File: src/cpt_pkg.sv
// Shared widths, codes and types for the closest-point-on-triangle block.
// No dependencies; compiled first.
package cpt_pkg;

  localparam int CW  = 32;   // coordinate width, Q16.16
  localparam int DW  = CW + 1;  // difference of two coordinates
  localparam int PW  = 2 * DW;  // one coordinate product
  localparam int TW  = PW + 2;  // sum of three products
  localparam int VW  = 138;  // barycentric terms and determinant
  localparam int KCH = 28;   // chunk width of the wide multiplier operand
  localparam int NK  = 5;    // chunks per wide operand
  localparam int KW  = KCH * NK;
  localparam int NW  = 172;  // numerator and remainder width
  localparam int QB  = 35;   // quotient bits kept before saturation
  localparam int QDEPTH = 4;  // queue depth, a power of two
  localparam int QAW = $clog2(QDEPTH);

  // Gram determinant below 1e-5 in real units counts as degenerate.
  localparam logic signed [VW-1:0] DEGEN_LIMIT = VW'(48'd184467440737096);

  typedef enum logic [2:0] {
    REG_A   = 3'd0,
    REG_B   = 3'd1,
    REG_C   = 3'd2,
    REG_AB  = 3'd3,
    REG_AC  = 3'd4,
    REG_BC  = 3'd5,
    REG_IN  = 3'd6,
    REG_DEG = 3'd7
  } region_t;

  // One classified request: either a point to pass on, or a base point
  // plus (m1*k1 + m2*k2) / den to be added to it.
  typedef struct packed {
    logic                    pass;
    region_t                 region;
    logic [2:0][CW-1:0]      pt;
    logic [2:0][DW-1:0]      m1;
    logic [2:0][DW-1:0]      m2;
    logic [VW-1:0]           k1;
    logic [VW-1:0]           k2;
    logic [VW-1:0]           den;
  } job_t;

  typedef struct packed {
    logic push;
    logic pop;
  } q_ctl_t;

  typedef struct packed {
    logic full;
    logic empty;
  } q_stat_t;

endpackage

File: src/cpt_queue.sv
// Short job queue between the classifying front end and the arithmetic back end.
// Depends on cpt_pkg for the job and control types.
module cpt_queue (
  input  logic            clk,
  input  logic            rst,
  input  cpt_pkg::q_ctl_t ctl,
  input  cpt_pkg::job_t   wdata,
  output cpt_pkg::job_t   rdata,
  output cpt_pkg::q_stat_t stat
);
  import cpt_pkg::*;

  job_t           mem [QDEPTH];
  logic [QAW-1:0] wr_ptr;
  logic [QAW-1:0] rd_ptr;
  logic [QAW:0]   count;

  always_ff @(posedge clk) begin
    if (rst) begin
      wr_ptr <= '0;
      rd_ptr <= '0;
      count  <= '0;
    end else begin
      if (ctl.push) wr_ptr <= wr_ptr + 1'b1;
      if (ctl.pop) rd_ptr <= rd_ptr + 1'b1;
      count <= count + (QAW+1)'(ctl.push) - (QAW+1)'(ctl.pop);
    end
  end

  always_ff @(posedge clk) begin
    if (ctl.push) mem[wr_ptr] <= wdata;
  end

  assign rdata      = mem[rd_ptr];
  assign stat.full  = (count == (QAW+1)'(QDEPTH));
  assign stat.empty = (count == '0);

  a_no_push_full: assert property (@(posedge clk) disable iff (rst)
    ctl.push |-> !stat.full) else $error("queue written while full");
  a_no_pop_empty: assert property (@(posedge clk) disable iff (rst)
    ctl.pop |-> !stat.empty) else $error("queue read while empty");
  a_count_step: assert property (@(posedge clk) disable iff (rst)
    1'b1 |=> count == $past(count) + (QAW+1)'($past(ctl.push))
                      - (QAW+1)'($past(ctl.pop)))
    else $error("queue fill count out of step");

endmodule

File: config.mk
export PLATFORM = sky130hd
export DESIGN_NAME = cpt_queue
export DESIGN_NICKNAME = d
export VERILOG_FILES = /design/src/cpt_pkg.sv /design/src/cpt_queue.sv
export SDC_FILE = /design/constraint.sdc
export NUM_CORES = 2
export LEC_CHECK = 0
export BUFFER_PORTS_ARGS = -buffer_cell sky130_fd_sc_hd__buf_2
export CORE_AREA = 2 2 559 561
export DETAILED_ROUTE_END_ITERATION = 6
export DIE_AREA = 0 0 561 563
export GPL_TIMING_DRIVEN = 0
export SKIP_LAST_GASP = 1
export SLEW_MARGIN = 10
export SYNTH_ARGS = -nofsm -noshare
export SYNTH_HDL_FRONTEND = slang
export SYNTH_SLANG_ARGS = --single-unit
File: constraint.sdc
create_clock -name clk -period 20.2 [get_ports clk]
set_clock_uncertainty 0.2 [all_clocks]
set_input_delay 1.01 -clock clk [delete_from_list [all_inputs] [get_ports clk]]
set_output_delay 1.01 -clock clk [all_outputs]
set_load 0.05 [all_outputs]
==> results.sh <==
export IMPL_drive_gt1_share_pct=47.6
export IMPL_worst_slack_ns=14.89
export IMPL_dieArea_sq_mm=0.316
export IMPL_period_share_pct=26.3
export IMPL_avgRoutedWirePerCell_um=27.5
export IMPL_placed_area_sq_mm=0.117
export IMPL_clk_latency_ns=0.86
export IMPL_setup_violations=0
export IMPL_hp_class="primary input to register"
export IMPL_ioPinCount=1430
export IMPL_synth_area_per_cell_sq_um=27.5
export IMPL_gp_congestion=0.808
export IMPL_areaGrowthSynthToFinish_pct=23.2
export IMPL_fp_dieW_um=561
export IMPL_required_ns=18.99
export IMPL_synth_cells=3760
export IMPL_cts_buffers=304
export IMPL_max_vdd_ir_drop_v=0.0000895
export IMPL_cp_num_buf_inv=4
export IMPL_slew_headroom_pct=36.9
export IMPL_synth_seq_area_share_pct=83.0
export IMPL_row_count=205
export IMPL_final_nets=6289
export IMPL_start_util_pct=33.3
export IMPL_powerDensity_mw_per_mm2=112
export IMPL_cts_root_buf="clkbuf_16"
export IMPL_antenna_found_initial=213
export IMPL_final_cell_area_sq_mm=0.127
export IMPL_slowest_stage="clkbuf_1"
export IMPL_postRouteAntennaNets=0
export IMPL_hold_violations=0
export IMPL_drcViolationCount=0
export IMPL_crit_arrival_ns=4.10
export IMPL_worstMarginPinSlew_ns=0.947
export IMPL_cp_top_family="buffers and inverters"
export IMPL_path_clk_slew_ns=0.06
export IMPL_cp_end_kind="output pin"
export IMPL_grt_pass1_wl_um=380000
export IMPL_cpMostUsedCell="buf_2"
export IMPL_cts_max_level=5
export IMPL_clk_path_buf_depth=4
export IMPL_grt_pass1_vias=50200
export IMPL_tns_ns=0
export IMPL_ys_ff_latch=2857
export IMPL_p_leak_nw=42.1
export IMPL_place_ws_ns=15.33
export IMPL_worstSetupPathType="register to output pin"
export IMPL_max_cap_violations=0
export IMPL_post_cts_resized=0
export IMPL_critPathMaxStageDelay_ns=0.76
export IMPL_ctsHoldBuffers=0
export IMPL_post_cts_setup_buffers=0
export IMPL_dp_hpwl_um=197000
export IMPL_fill_cells=27100
export IMPL_crit_path_start_kind="register"
export IMPL_cts_tree="yes"
export IMPL_grt_max_degree=51
export IMPL_dr_pass1_iters=5
export IMPL_coreArea_sq_mm=0.310
export IMPL_fin_crit_ns=5.31
export IMPL_grtUsageTotal_pct=16.9
export IMPL_yosysUniqueCellTypes=21
export IMPL_rrSetupSlack_ns=16.77
export IMPL_drt_iter0_markers=4381
export IMPL_cp_cell_sequence="buf_2 -> clkbuf_1 -> buf_2 -> mux4_2 -> buf_2"
export IMPL_max_freq_ghz=0.188
export IMPL_holdWs_ns=0.141
export IMPL_syn_nets=4483
export IMPL_synth_warnings=0
export IMPL_portBuffers=1429
export IMPL_grt_overflow=0
export IMPL_wirelength_um=276000
export IMPL_dr_total_vias=49000
export IMPL_fin_util_pct=41.0
export IMPL_die_height_um=563
export IMPL_status="completed"
export IMPL_slew_violations=0
export IMPL_crit_fanout=10
export IMPL_viasPerCell=4.89
export IMPL_clkSinkCount=2857
export IMPL_synthesis_area_sq_mm=0.103
export IMPL_rsz0062_at_grt="no"
## state kept, by name, summed over array words and instances (netlist names), named ones only
signal	cells
mem	2848
count	3
rd_ptr	2
wr_ptr	2
## where the power goes
group | switching [W] | internal (W) | total [W]
registers | 0.0000518 | 0.00682 | 0.00687
logic | 0.00147 | 0.000584 | 0.00206
clock network | 0.00229 | 0.00301 | 0.00529
total | 0.00381 | 0.0104 | 0.0142
## cells in the mapped netlist
| master | instances | share of area, % |
|---|---|---|
| buf_1 | 1 | 0.0036 |
| a21oi_1 | 1 | 0.0048 |
| inv_1 | 6 | 0.022 |
| nor2b_1 | 2 | 0.012 |
| nand3b_1 | 1 | 0.0073 |
| fa_1 | 1 | 0.019 |
| nor2_1 | 5 | 0.018 |
| dfxtp_1 | 9 | 0.17 |
| edfxtp_1 | 2848 | 83 |
| nor3_1 | 1 | 0.0048 |
| xor3_1 | 1 | 0.023 |
| and2_1 | 4 | 0.024 |
| a21bo_2 | 1 | 0.0097 |
| and3_1 | 1 | 0.0061 |
| xnor2_1 | 2 | 0.017 |
| buf_6 | 76 | 0.83 |
| mux4_2 | 712 | 16 |
| mux2i_1 | 1 | 0.0097 |
| ha_1 | 6 | 0.073 |
| clkbuf_1 | 9 | 0.033 |
| buf_2 | 72 | 0.35 |
## cell usage in the layout (no fill, tap or decap), types with 2 or more instances in the layout
| master | n |
|---|---|
| inv_16 | 8 |
| clkinv_4 | 3 |
| clkbuf_16 | 306 |
| inv_1 | 6 |
| buf_2 | 1501 |
| bufinv_16 | 15 |
| mux4_2 | 712 |
| buf_16 | 62 |
| nor2b_1 | 2 |
| diode_2 | 87 |
| and2_4 | 4 |
| clkinv_2 | 36 |
| clkinv_1 | 68 |
| buf_12 | 9 |
| clkinvlp_4 | 7 |
| clkinv_8 | 3 |
| edfxtp_1 | 2848 |
| inv_6 | 2 |
| clkinv_16 | 11 |
| nor2_1 | 5 |
| xnor2_1 | 2 |
| dfxtp_1 | 9 |
| buf_6 | 76 |
| clkbuf_1 | 87 |
| ha_1 | 6 |
## worst paths after layout
kind	startpoint	cells after the start	end
worst max-delay path	register	5	rdata[311]
worst min-delay path	wdata[145]	1	mem[3][145]
worst max register to register	wr_ptr[0]	8	mem[0][393]
worst min register to register	rd_ptr[0]	2	rd_ptr[1]
## metal layers
metal	up-vias	wire length [um]	GRT usage [%]
met5	-	750	0
met2	2130	135000	28.2
met1	25800	97100	19.0
met3	698	31600	7.64
met4	118	11200	6.19
li1	20300	-	-
## kinds of logic after synthesis
family	after synthesis	synth area share [%]
AOI/OAI and AO/OA	2	0.0145
xor gates and xnor gates	3	0.0400
adders and majority gates	7	0.0921
buffers and inverters	164	1.24
DFF	2857	83.0
muxes	713	15.5
and+or+nand+nor	14	0.0727
## layout make-up
class	count	area [sq um]	share of cell area (%)
clock inverter	154	1530	1.21
timing repair buffer	1500	9040	7.11
multi-input combinational	739	16300	12.8
antenna	87	218	0.171
sequential	2857	85700	67.4
inverter	6	22.5	0.0177
buffer	158	1250	0.986
clock buffer	384	7950	6.25
tap	4140	5180	4.07
## through the flow
stage	power, W	instances
finish	0.0142	10000
global route	0.0147	9968
CTS	0.0144	9938
detailed placement	0.00908	9400
global placement	0.00942	9329
floorplan	0.00857	3760
## worst register-to-register path: stages (launching register included)
cell and delay (ns):
dfxtp_1 0.35, inv_1 0.09, ha_1 0.16, and2_4 0.54
buf_16 0.36, buf_16 0.30, buf_16 0.33, buf_16 0.32
buf_16 0.37
Note: power is estimated with default switching activity, not from simulation.
